==> config.mk <==
export PLATFORM = sky130hd
export DESIGN_NAME = grid_tile_quad_index_generator_top
export DESIGN_NICKNAME = d
export VERILOG_FILES = /design/src/design/gtqi_pkg.sv /design/src/design/gtqi_div.sv /design/src/design/gtqi_quad.sv /design/src/design/grid_tile_quad_index_generator_top.sv
export SDC_FILE = /design/constraint.sdc
export NUM_CORES = 2
export LEC_CHECK = 0
export BUFFER_PORTS_ARGS = -buffer_cell sky130_fd_sc_hd__buf_2
export CORE_MARGIN = 8
export CORE_UTILIZATION = 55
export DETAILED_ROUTE_END_ITERATION = 6
export GPL_TIMING_DRIVEN = 0
export PLACE_DENSITY = 0.72
export SETUP_SLACK_MARGIN = 0.1
export SLEW_MARGIN = 40
export SYNTH_ARGS = -nofsm -noshare
export SYNTH_HDL_FRONTEND = slang
export SYNTH_HIERARCHICAL = 1
export SYNTH_SLANG_ARGS = --single-unit
==> constraint.sdc <==
create_clock -name clk -period 21.4 [get_ports clk]
set_clock_uncertainty 0.15 [all_clocks]
set_input_delay 2.14 -clock clk [delete_from_list [all_inputs] [get_ports clk]]
set_output_delay 2.14 -clock clk [all_outputs]
set_load 0.1 [all_outputs]
==> src/design/gtqi_pkg.sv <==
`default_nettype none

package gtqi_pkg;

  localparam int SIDE_W = 13;
  localparam int TILE_W = 7;
  localparam int NUM_W = 12;
  localparam int QUAD_W = 12;
  localparam int START_W = 12;
  localparam int IDX_W = 24;
  localparam int SPAN_W = TILE_W + 1 + SIDE_W;

  localparam int MIN_GRID_SIDE = 2;
  localparam int MAX_GRID_SIDE = 4096;
  localparam int MAX_TILES_PER_AXIS = 64;

  localparam int ADDR_W = 4;
  localparam int DATA_W = 32;

  typedef enum logic [1:0] {
    REG_GRID_COLUMNS = 2'd0,
    REG_GRID_ROWS    = 2'd1,
    REG_TILES        = 2'd2,
    REG_NONE         = 2'd3
  } reg_idx_t;

  localparam int LANE_SX = 0;
  localparam int LANE_EX = 1;
  localparam int LANE_SZ = 2;
  localparam int LANE_EZ = 3;
  localparam int NUM_LANES = 4;

  typedef struct packed {
    logic [QUAD_W-1:0] col;
    logic [QUAD_W-1:0] row;
  } quad_t;

  typedef struct packed {
    quad_t quad;
    logic  in_tile;
  } tile_info_t;

  typedef struct packed {
    logic               in_range;
    logic [START_W-1:0] start_x;
    logic [START_W-1:0] start_z;
    logic [SIDE_W-1:0]  count_x;
    logic [SIDE_W-1:0]  count_z;
    logic [IDX_W-1:0]   index_a;
    logic [IDX_W-1:0]   index_b;
    logic [IDX_W-1:0]   index_c;
    logic [IDX_W-1:0]   index_d;
    logic [IDX_W-1:0]   index_e;
    logic [IDX_W-1:0]   index_f;
  } result_t;

endpackage

`default_nettype wire

==> src/design/gtqi_div.sv <==
`default_nettype none

module gtqi_div #(
  parameter int DW = 12,
  parameter int VW = 7,
  parameter int BPS = 4,
  parameter int LANES = 1,
  parameter int SBW = 8
) (
  input  logic          clk,
  input  logic          rst,
  input  logic [VW-1:0] divisor,
  input  logic          in_valid,
  output logic          in_ready,
  input  logic [DW-1:0] dividend [LANES],
  input  logic [SBW-1:0] side_in,
  output logic          out_valid,
  input  logic          out_ready,
  output logic [DW-1:0] quotient [LANES],
  output logic [VW-1:0] remainder [LANES],
  output logic [SBW-1:0] side_out
);

  localparam int NS = (DW + BPS - 1) / BPS;
  localparam int PW = NS * BPS;

  logic [NS-1:0]  v;
  logic [NS:0]    rdy;
  logic [PW-1:0]  n  [NS][LANES];
  logic [VW-1:0]  r  [NS][LANES];
  logic [SBW-1:0] sb [NS];

  assign rdy[NS] = out_ready;
  assign in_ready = rdy[0];

  for (genvar s = 0; s < NS; s++) begin : g_stage
    logic           sv_in;
    logic [PW-1:0]  n_in     [LANES];
    logic [VW-1:0]  r_in     [LANES];
    logic [SBW-1:0] sb_in;
    logic [PW-1:0]  n_next   [LANES];
    logic [VW-1:0]  r_next   [LANES];

    assign rdy[s] = !v[s] || rdy[s+1];

    if (s == 0) begin : g_first
      assign sv_in = in_valid;
      assign sb_in = side_in;
      for (genvar l = 0; l < LANES; l++) begin : g_lane
        assign n_in[l] = PW'(dividend[l]);
        assign r_in[l] = '0;
      end
    end else begin : g_next
      assign sv_in = v[s-1];
      assign sb_in = sb[s-1];
      for (genvar l = 0; l < LANES; l++) begin : g_lane
        assign n_in[l] = n[s-1][l];
        assign r_in[l] = r[s-1][l];
      end
    end

    always_comb begin : step
      logic [VW:0]   r2;
      logic [VW-1:0] rt;
      logic [PW-1:0] nt;
      for (int l = 0; l < LANES; l++) begin
        rt = r_in[l];
        nt = n_in[l];
        for (int k = 0; k < BPS; k++) begin
          r2 = {rt, nt[PW-1]};
          if (r2 >= {1'b0, divisor}) begin
            r2 = r2 - {1'b0, divisor};
            nt = {nt[PW-2:0], 1'b1};
          end else begin
            nt = {nt[PW-2:0], 1'b0};
          end
          rt = r2[VW-1:0];
        end
        n_next[l] = nt;
        r_next[l] = rt;
      end
    end

    always_ff @(posedge clk) begin
      if (rst) begin
        v[s] <= 1'b0;
      end else if (rdy[s]) begin
        v[s] <= sv_in;
      end
    end

    always_ff @(posedge clk) begin
      if (rdy[s]) begin
        sb[s] <= sb_in;
        for (int l = 0; l < LANES; l++) begin
          n[s][l] <= n_next[l];
          r[s][l] <= r_next[l];
        end
      end
    end
  end

  assign out_valid = v[NS-1];
  assign side_out  = sb[NS-1];

  for (genvar l = 0; l < LANES; l++) begin : g_out
    assign quotient[l]  = n[NS-1][l][DW-1:0];
    assign remainder[l] = r[NS-1][l];
  end

endmodule

`default_nettype wire

==> src/design/gtqi_quad.sv <==
`default_nettype none

module gtqi_quad (
  input  logic                       clk,
  input  logic                       rst,
  input  logic                       in_valid,
  output logic                       in_ready,
  input  logic [gtqi_pkg::SPAN_W-1:0] span_q [gtqi_pkg::NUM_LANES],
  input  gtqi_pkg::tile_info_t       info,
  output logic                       out_valid,
  input  logic                       out_ready,
  output gtqi_pkg::result_t          result
);

  import gtqi_pkg::*;

  // span stage
  logic               c_valid;
  logic [START_W-1:0] c_sx;
  logic [START_W-1:0] c_sz;
  logic [SIDE_W-1:0]  c_cx;
  logic [SIDE_W-1:0]  c_cz;
  quad_t              c_quad;
  logic               c_in_tile;
  logic               c_quad_ok;

  // product stage
  logic               p_valid;
  logic [START_W-1:0] p_sx;
  logic [START_W-1:0] p_sz;
  logic [SIDE_W-1:0]  p_cx;
  logic [SIDE_W-1:0]  p_cz;
  logic [QUAD_W-1:0]  p_col;
  logic               p_in_tile;
  logic               p_quad_ok;
  logic [IDX_W-1:0]   p_prod;

  logic               o_valid;
  logic               c_ready;
  logic               p_ready;
  logic               o_ready;

  logic [SIDE_W-1:0]  sx_full;
  logic [SIDE_W-1:0]  sz_full;
  logic [SIDE_W-1:0]  cx_next;
  logic [SIDE_W-1:0]  cz_next;
  logic               quad_ok_next;
  logic [IDX_W-1:0]   prod_full;
  logic [IDX_W-1:0]   bl;
  logic [IDX_W-1:0]   tl;
  result_t            result_next;

  assign o_ready  = !o_valid || out_ready;
  assign p_ready  = !p_valid || o_ready;
  assign c_ready  = !c_valid || p_ready;
  assign in_ready = c_ready;

  assign sx_full = span_q[LANE_SX][SIDE_W-1:0];
  assign sz_full = span_q[LANE_SZ][SIDE_W-1:0];
  assign cx_next = span_q[LANE_EX][SIDE_W-1:0] - sx_full + SIDE_W'(1);
  assign cz_next = span_q[LANE_EZ][SIDE_W-1:0] - sz_full + SIDE_W'(1);
  assign quad_ok_next = info.in_tile
                     && (({1'b0, info.quad.col} + SIDE_W'(1)) < cx_next)
                     && (({1'b0, info.quad.row} + SIDE_W'(1)) < cz_next);

  assign prod_full = IDX_W'(c_quad.row) * IDX_W'(c_cx);

  assign bl = p_prod + IDX_W'(p_col);
  assign tl = p_prod + IDX_W'(p_col) + IDX_W'(p_cx);

  always_comb begin
    result_next = '0;
    if (p_in_tile) begin
      result_next.start_x = p_sx;
      result_next.start_z = p_sz;
      result_next.count_x = p_cx;
      result_next.count_z = p_cz;
    end
    if (p_quad_ok) begin
      result_next.in_range = 1'b1;
      result_next.index_a  = bl + IDX_W'(1);
      result_next.index_b  = bl;
      result_next.index_c  = tl;
      result_next.index_d  = bl + IDX_W'(1);
      result_next.index_e  = tl;
      result_next.index_f  = tl + IDX_W'(1);
    end
  end

  always_ff @(posedge clk) begin
    if (rst) begin
      c_valid <= 1'b0;
      p_valid <= 1'b0;
      o_valid <= 1'b0;
    end else begin
      if (c_ready) begin
        c_valid <= in_valid;
      end
      if (p_ready) begin
        p_valid <= c_valid;
      end
      if (o_ready) begin
        o_valid <= p_valid;
      end
    end
  end

  always_ff @(posedge clk) begin
    if (c_ready) begin
      c_sx      <= sx_full[START_W-1:0];
      c_sz      <= sz_full[START_W-1:0];
      c_cx      <= cx_next;
      c_cz      <= cz_next;
      c_quad    <= info.quad;
      c_in_tile <= info.in_tile;
      c_quad_ok <= quad_ok_next;
    end
    if (p_ready) begin
      p_sx      <= c_sx;
      p_sz      <= c_sz;
      p_cx      <= c_cx;
      p_cz      <= c_cz;
      p_col     <= c_quad.col;
      p_in_tile <= c_in_tile;
      p_quad_ok <= c_quad_ok;
      p_prod    <= prod_full;
    end
    if (o_ready) begin
      result <= result_next;
    end
  end

  assign out_valid = o_valid;

endmodule

`default_nettype wire

==> src/design/grid_tile_quad_index_generator_top.sv <==
`default_nettype none

// Channel  Direction  Handshake           Payload
// config   in         APB write/read      grid_columns, grid_rows, tiles_along_axis
// request  in         in_valid/in_stall   tile_number, quad_column, quad_row
// result   out        out_valid/out_stall in_range, start_x/z, count_x/z, index_a..f
//
// One transfer per cycle on each side unless stalled. Stages: 3 divider stages for
// the tile position, 1 multiply stage, 6 divider stages for the spans, 3 index stages.
// Depth is set by the pipelined restoring dividers, 4 quotient bits per stage.
// rst is synchronous and clears the valid bits and the registers to their defaults.
// A stall holds only the stages that are full; bubbles collapse behind it.

module grid_tile_quad_index_generator_top (
  input  logic                          clk,
  input  logic                          rst,
  input  logic                          psel,
  input  logic                          penable,
  input  logic                          pwrite,
  input  logic [gtqi_pkg::ADDR_W-1:0]   paddr,
  input  logic [gtqi_pkg::DATA_W-1:0]   pwdata,
  output logic [gtqi_pkg::DATA_W-1:0]   prdata,
  output logic                          pready,
  input  logic                          in_valid,
  output logic                          in_stall,
  input  logic [gtqi_pkg::NUM_W-1:0]    tile_number,
  input  logic [gtqi_pkg::QUAD_W-1:0]   quad_column,
  input  logic [gtqi_pkg::QUAD_W-1:0]   quad_row,
  output logic                          out_valid,
  input  logic                          out_stall,
  output logic                          in_range,
  output logic [gtqi_pkg::START_W-1:0]  start_x,
  output logic [gtqi_pkg::START_W-1:0]  start_z,
  output logic [gtqi_pkg::SIDE_W-1:0]   count_x,
  output logic [gtqi_pkg::SIDE_W-1:0]   count_z,
  output logic [gtqi_pkg::IDX_W-1:0]    index_a,
  output logic [gtqi_pkg::IDX_W-1:0]    index_b,
  output logic [gtqi_pkg::IDX_W-1:0]    index_c,
  output logic [gtqi_pkg::IDX_W-1:0]    index_d,
  output logic [gtqi_pkg::IDX_W-1:0]    index_e,
  output logic [gtqi_pkg::IDX_W-1:0]    index_f
);

  import gtqi_pkg::*;

  localparam int DIV_BPS = 4;

  logic [SIDE_W-1:0] grid_columns;
  logic [SIDE_W-1:0] grid_rows;
  logic [TILE_W-1:0] tiles_along_axis;

  logic [SIDE_W-1:0] side_x;
  logic [SIDE_W-1:0] side_z;
  logic [SIDE_W-1:0] side_x_m1;
  logic [SIDE_W-1:0] side_z_m1;
  logic [TILE_W-1:0] tiles;

  reg_idx_t          reg_idx;
  logic              cfg_write;

  // tile position divider
  logic              d1_in_ready;
  logic [NUM_W-1:0]  d1_num  [1];
  logic              d1_valid;
  logic [NUM_W-1:0]  d1_quo  [1];
  logic [TILE_W-1:0] d1_rem  [1];
  quad_t             req_quad;
  quad_t             d1_quad;

  // multiply stage
  logic              m_valid;
  logic              m_ready;
  logic [SPAN_W-1:0] m_num [NUM_LANES];
  tile_info_t        m_info;
  logic              in_tile;
  logic [TILE_W:0]   pos_x;
  logic [TILE_W:0]   pos_z;

  // span divider
  logic              d2_in_ready;
  logic              d2_valid;
  logic [SPAN_W-1:0] d2_quo [NUM_LANES];
  logic [TILE_W-1:0] d2_rem [NUM_LANES];
  tile_info_t        d2_info;

  logic              q_ready;
  logic              q_valid;
  result_t           result;

  assign pready    = 1'b1;
  assign reg_idx   = reg_idx_t'(paddr[3:2]);
  assign cfg_write = psel && penable && pwrite && pready;

  always_ff @(posedge clk) begin
    if (rst) begin
      grid_columns     <= SIDE_W'(2);
      grid_rows        <= SIDE_W'(2);
      tiles_along_axis <= TILE_W'(1);
    end else if (cfg_write) begin
      unique case (reg_idx)
        REG_GRID_COLUMNS: grid_columns     <= pwdata[SIDE_W-1:0];
        REG_GRID_ROWS:    grid_rows        <= pwdata[SIDE_W-1:0];
        REG_TILES:        tiles_along_axis <= pwdata[TILE_W-1:0];
        default: ;
      endcase
    end
  end

  always_comb begin
    unique case (reg_idx)
      REG_GRID_COLUMNS: prdata = DATA_W'(grid_columns);
      REG_GRID_ROWS:    prdata = DATA_W'(grid_rows);
      REG_TILES:        prdata = DATA_W'(tiles_along_axis);
      default:          prdata = '0;
    endcase
  end

  always_comb begin
    if (grid_columns < SIDE_W'(MIN_GRID_SIDE)) begin
      side_x = SIDE_W'(MIN_GRID_SIDE);
    end else if (32'(grid_columns) > MAX_GRID_SIDE) begin
      side_x = SIDE_W'(MAX_GRID_SIDE);
    end else begin
      side_x = grid_columns;
    end
    if (grid_rows < SIDE_W'(MIN_GRID_SIDE)) begin
      side_z = SIDE_W'(MIN_GRID_SIDE);
    end else if (32'(grid_rows) > MAX_GRID_SIDE) begin
      side_z = SIDE_W'(MAX_GRID_SIDE);
    end else begin
      side_z = grid_rows;
    end
    if (tiles_along_axis == '0) begin
      tiles = TILE_W'(1);
    end else if (32'(tiles_along_axis) > MAX_TILES_PER_AXIS) begin
      tiles = TILE_W'(MAX_TILES_PER_AXIS);
    end else begin
      tiles = tiles_along_axis;
    end
  end

  assign side_x_m1 = side_x - SIDE_W'(1);
  assign side_z_m1 = side_z - SIDE_W'(1);

  assign in_stall     = !d1_in_ready;
  assign d1_num[0]    = tile_number;
  assign req_quad.col = quad_column;
  assign req_quad.row = quad_row;

  gtqi_div #(
    .DW    (NUM_W),
    .VW    (TILE_W),
    .BPS   (DIV_BPS),
    .LANES (1),
    .SBW   ($bits(quad_t))
  ) u_tile_div (
    .clk       (clk),
    .rst       (rst),
    .divisor   (tiles),
    .in_valid  (in_valid),
    .in_ready  (d1_in_ready),
    .dividend  (d1_num),
    .side_in   (req_quad),
    .out_valid (d1_valid),
    .out_ready (m_ready),
    .quotient  (d1_quo),
    .remainder (d1_rem),
    .side_out  (d1_quad)
  );

  assign in_tile = d1_quo[0] < NUM_W'(tiles);
  assign pos_x   = {1'b0, d1_rem[0]};
  assign pos_z   = {1'b0, d1_quo[0][TILE_W-1:0]};
  assign m_ready = !m_valid || d2_in_ready;

  always_ff @(posedge clk) begin
    if (rst) begin
      m_valid <= 1'b0;
    end else if (m_ready) begin
      m_valid <= d1_valid;
    end
  end

  always_ff @(posedge clk) begin
    if (m_ready) begin
      m_num[LANE_SX] <= SPAN_W'(pos_x) * SPAN_W'(side_x_m1);
      m_num[LANE_EX] <= SPAN_W'(pos_x + (TILE_W + 1)'(1)) * SPAN_W'(side_x_m1);
      m_num[LANE_SZ] <= SPAN_W'(pos_z) * SPAN_W'(side_z_m1);
      m_num[LANE_EZ] <= SPAN_W'(pos_z + (TILE_W + 1)'(1)) * SPAN_W'(side_z_m1);
      m_info.quad    <= d1_quad;
      m_info.in_tile <= in_tile;
    end
  end

  gtqi_div #(
    .DW    (SPAN_W),
    .VW    (TILE_W),
    .BPS   (DIV_BPS),
    .LANES (NUM_LANES),
    .SBW   ($bits(tile_info_t))
  ) u_span_div (
    .clk       (clk),
    .rst       (rst),
    .divisor   (tiles),
    .in_valid  (m_valid),
    .in_ready  (d2_in_ready),
    .dividend  (m_num),
    .side_in   (m_info),
    .out_valid (d2_valid),
    .out_ready (q_ready),
    .quotient  (d2_quo),
    .remainder (d2_rem),
    .side_out  (d2_info)
  );

  gtqi_quad u_quad (
    .clk       (clk),
    .rst       (rst),
    .in_valid  (d2_valid),
    .in_ready  (q_ready),
    .span_q    (d2_quo),
    .info      (d2_info),
    .out_valid (q_valid),
    .out_ready (!out_stall),
    .result    (result)
  );

  assign out_valid = q_valid;
  assign in_range  = result.in_range;
  assign start_x   = result.start_x;
  assign start_z   = result.start_z;
  assign count_x   = result.count_x;
  assign count_z   = result.count_z;
  assign index_a   = result.index_a;
  assign index_b   = result.index_b;
  assign index_c   = result.index_c;
  assign index_d   = result.index_d;
  assign index_e   = result.index_e;
  assign index_f   = result.index_f;

endmodule

`default_nettype wire

* Yosys cells after proc, flatten, opt, wreduce, memory -nomap -nowiden *
Memory sizes are Yosys's and may differ from the RTL's. A register that Yosys moved wholly into a read port is not among the register bits.
Cells that the tools add are included.

word-level totals
  register bits after elaboration = 440
  bits in writable memories = 1,023
  input bits = 79
  output and inout bits = 230
  word-level logic and storage cells = 567
  memories kept = 6

operators by class
  add/sub/neg operators = 119
  $mul = 5
  magnitude comparators = 113
  equal/unequal tests = 2
  muxes and demuxes = 239
  reductions and logical operators = 37

memory list
  name           words  width  read ports  clocked after Yosys merged registers in  wr ports  line            text
  u_span_div.n   6      96     6           0                                        6         gtqi_div.sv:29  logic [PW-1:0] n [NS][LANES];
  u_span_div.r   6      28     5           0                                        6         gtqi_div.sv:30  logic [VW-1:0] r [NS][LANES];
  u_span_div.sb  6      25     6           0                                        6         gtqi_div.sv:31  logic [SBW-1:0] sb [NS];
  u_tile_div.sb  3      24     3           1                                        3         gtqi_div.sv:31
  u_tile_div.n   3      12     3           0                                        3         gtqi_div.sv:29
  u_tile_div.r   3      7      3           0                                        3         gtqi_div.sv:30

operators with widths
  operator                                             number
  >= comparator 8 x 7 -> 1 bit                         103
  two-way mux 7 bit                                    107
  subtractor 7 bit                                     103
  two-way mux 1 bit                                    127
  two-way mux 13 bit                                   4
  adder 24 x 1 -> 24 bit, second input constant        2
  multiplier 8 x 13 -> 21 bit                          2
  multiplier 7 x 13 -> 20 bit                          2
  case mux 13 bit (3 select lines)                     1
  adder 12 x 1 -> 13 bit, second input constant        2
  adder 13 x 1 -> 13 bit, second input constant        2
  > comparator 13 bit, second input constant           2
  < comparator 13 bit                                  2
  < comparator 13 x 2 -> 1 bit, second input constant  2
  subtractor 13 x 1 -> 13 bit, second input constant   2
  subtractor 13 bit                                    2
  adder 24 x 12 -> 24 bit                              1
  adder 24 x 13 -> 24 bit                              1
  multiplier 12 x 13 -> 24 bit                         1
  adder 7 x 1 -> 8 bit, second input constant          2
  logical NOT 1 bit                                    15
  logical OR 1 bit                                     13
  < comparator 12 x 7 -> 1 bit                         1
  >= comparator 1 x 7 -> 1 bit                         1
  other kinds (10)                                     15

* Longest topological paths before layout *
  word-level depth = 16
  mapped depth = 40
  mapped depth without buffers = 39

* Hierarchy *
The synthesis kept the hierarchy.

by module, submodules not included
  module                              instances  cells an instance  area an instance (um^2)  sequential area each (um^2)
  gtqi_div (u_span_div)               1          5,374              58,765.1                 24,803.8
  gtqi_quad                           1          1,838              20,764.9                 9,399.0
  grid_tile_quad_index_generator_top  1          1,973              18,301.3                 3,893.7
  gtqi_div (u_tile_div)               1          739                8,469.4                  3,933.8

* Worst setup path after synthesis *
Ideal clock, no wire load.

  path type = in2out
  start = input port out_stall
  end = output port in_stall
  data arrival time = 14.426 ns
  data required time = 19.110 ns
  path slack = 4.684 ns
  stages = 13
  buffers on the path = 1
  path through = inv_1 -> nor2b_1 -> and2_1 -> nand2_1 -> nor2b_1 -> and3_1 -> clkbuf_1 -> nand4_1 -> nand2b_1 -> nor2b_1 -> and2_1 -> nand2_1 -> inv_1

on the way
  word-level cells in the longest chain between the ends = 15

ends and longest elaborated chain
  what                            line                                       text
  start: declaration              grid_tile_quad_index_generator_top.sv:30   input logic out_stall,
  logical NOT 1 bit               grid_tile_quad_index_generator_top.sv:224  .out_ready (!out_stall),
  logical OR 1 bit                gtqi_quad.sv:53                            assign o_ready = !o_valid || out_ready;
  logical OR 1 bit                gtqi_quad.sv:54                            assign p_ready = !p_valid || o_ready;
  logical OR 1 bit                gtqi_quad.sv:55                            assign c_ready = !c_valid || p_ready;
  named net q_ready               grid_tile_quad_index_generator_top.sv:86   logic q_ready;
  logical OR 1 bit (6 in series)  gtqi_div.sv:44                             assign rdy[s] = !v[s] || rdy[s+1];
  named net d2_in_ready           grid_tile_quad_index_generator_top.sv:80   logic d2_in_ready;
  logical OR 1 bit                grid_tile_quad_index_generator_top.sv:174  assign m_ready = !m_valid || d2_in_ready;
  named net m_ready               grid_tile_quad_index_generator_top.sv:72   logic m_ready;
  logical OR 1 bit (3 in series)  gtqi_div.sv:44
  named net d1_in_ready           grid_tile_quad_index_generator_top.sv:62   logic d1_in_ready;
  logical NOT 1 bit               grid_tile_quad_index_generator_top.sv:145  assign in_stall = !d1_in_ready;
  end: declaration                grid_tile_quad_index_generator_top.sv:25   output logic in_stall,

The timed path passes the listed nets, and every way through them passes these cells.

==> results_dict.tcl <==
set metrics [dict create \
    postRouteAntennaNets 0 \
    worst_path_most_repeated_cell "o21ai_0" \
    die_w_um 442 \
    syn_avg_cell_area_sq_um 10.4 \
    yosys_warnings 6 \
    gp_congestion 0.927 \
    r2r-end "u_span_div/r[4][15]$_DFFE_PP_" \
    rsz0062_at_grt "no" \
    clk_latency_ns 0.79 \
    grt_overflow_total 0 \
    worstPathMaxFanout 52 \
    numCtsBuffers 139 \
    cts_sinks 1235 \
    drive_above_1_share 0.114 \
    seq_area_sq_mm 0.0366 \
    grt_pass1_vias 74100 \
    syn_area_sq_mm 0.100 \
    core_sq_mm 0.181 \
    netlist_instances 9611 \
    via_per_inst 5.89 \
    cp_num_cells 36 \
    cts_setup_buffers 0 \
    slew-limit-headroom 0.460 \
    clkTransAtPathRegs_ns 0.06 \
    hold_slack_ns 0.223 \
    critical_path_class "flop to flop" \
    nNetsFinal 11600 \
    outcome "completed" \
    setup_viol 0 \
    drtIter0Drc 5088 \
    crit_arrival_ns 11.27 \
    area_delta_synth_final_pct 10.4 \
    placed_cell_area_sq_mm 0.106 \
    period_share 0.508 \
    cts_max_level 4 \
    max_freq_mhz 92.0 \
    antenna_found_initial 1 \
    reg2reg_from "tiles_along_axis[6]$_SDFFE_PP0P_" \
    holdPathStages 0 \
    wl_per_cell_um 19.1 \
    boundaryPins 309 \
    maxCapViolations 0 \
    grt_pass1_wl_mm 382 \
    rr_worst_depth 36 \
    cp.required_ns 21.79 \
    crit_start "tiles_along_axis[6]$_SDFFE_PP0P_" \
    drt_wl_total_mm 240 \
    period_minus_slack_ns 10.87 \
    nFillCells 14600 \
    crit_path_end "u_span_div/r[4][15]$_DFFE_PP_" \
    final_area_sq_mm 0.110 \
    startpoint_type "flop" \
    cts_tree "built" \
    slew_violations 0 \
    dieArea_sq_mm 0.196 \
    vias 74100 \
    cts-resized-gates 0 \
    grt_max_degree 91 \
    max_slew.worst_pin.slew_ns 0.804 \
    cts.path.max_buffers 3 \
    tns_ns 0 \
    path_buf_inv 8 \
    io_buffer_count 265 \
    cts_hold_buf 0 \
    die_h_um 442 \
    multi_input_area_sq_mm 0.0582 \
    path_delay_family "compound AO/OA/AOI/OAI gates" \
    hold_violations 0 \
    drc 0 \
    critPathCaptureType "flop" \
    initial_core_util 0.553 \
    regToRegSetupSlack_ns 10.53 \
    dp_hpwl_mm 182 \
    grt_use_total 0.235 \
    cts-root-buf "clkbuf_16" \
    fp-row-count 156 \
    critPathMaxStageDelay_ns 0.64 \
    hp-class "flop to flop" \
    firstDrtPassIters 6 \
    crit_path_top_delay_cell "a211oi_2" \
]
-- sequential cells by signal (all words and copies together), names as in the netlist, 13 cells and up --
name / cells
u_span_div/n: 352
u_span_div/sb: 150
u_quad/result: 147
u_span_div/r: 140
m_num: 82
u_tile_div/sb: 72
u_tile_div/n: 36
m_info: 25
u_quad/c_quad: 24
u_quad/p_prod: 24
u_tile_div/r: 21
grid_columns: 13
grid_rows: 13
u_quad/c_cx: 13
u_quad/c_cz: 13
u_quad/p_cx: 13
u_quad/p_cz: 13
-- worst min path at each step --
stage / slack [ns] / from / to
6_report: 0.22 / m_num[16]$_DFFE_PP_ / u_span_div/n[0][20]$_DFFE_PP_
5_1_grt: 0.22 / u_span_div/n[0][19]$_DFFE_PP_ / u_span_div/n[1][23]$_DFFE_PP_
4_1_cts: 0.21 / m_num[16]$_DFFE_PP_ / u_span_div/n[0][20]$_DFFE_PP_
3_5_place_dp: 0.25 / u_tile_div/sb[0][60]$_DFFE_PP_ / m_info[13]$_DFFE_PP_
3_3_place_gp: 0.25 / u_span_div/n[2][42]$_DFFE_PP_ / u_span_div/n[3][46]$_DFFE_PP_
2_1_floorplan: 0.25 / u_tile_div/sb[0][57]$_DFFE_PP_ / m_info[10]$_DFFE_PP_
-- metal layers --
layer	up-vias	share of wire	global-route usage
met3	523	0.051	0.0309
met1	35800	0.42	0.296
met4	0	0.039	0.0910
li1	35500	-	-
met2	2204	0.49	0.413
met5	-	0	0
-- cells in the final DEF (no fill, tap or decap), types with 176 or more instances in the layout --
cell type and instances:
and2_1 266, buf_2 309, nor2b_1 284, a21oi_1 416, o21ai_0 382, fa_1 448, mux2_2 196, xor2_1 180
ha_1 989, o21a_1 176, inv_1 1015, edfxtp_1 1189, nand2_1 645, nor2_1 635, xnor2_1 281
-- final cells by class --
cell class / count / share of cell area
buffer: 271 / 0.0131
antenna: 1 / 0.0000227
clock buffer: 166 / 0.0330
timing repair buffer: 316 / 0.0212
sequential: 1235 / 0.332
tap: 2370 / 0.0269
inverter: 1051 / 0.0366
clock inverter: 92 / 0.0106
multi-input combinational: 7074 / 0.527
-- through the flow --
stage	std cells	setup slack, ns	util
2_1_floorplan	9631	4.82	-
3_3_place_gp	12300	-2.84	0.577
3_5_place_dp	12300	10.69	0.584
4_1_cts	12600	10.67	0.611
5_1_grt	12600	9.86	0.611
6_report	12600	10.53	0.611
Power is left out: the tool's default activity adds up to more than one toggle a clock period on the data nets, which glitch-free logic cannot reach.
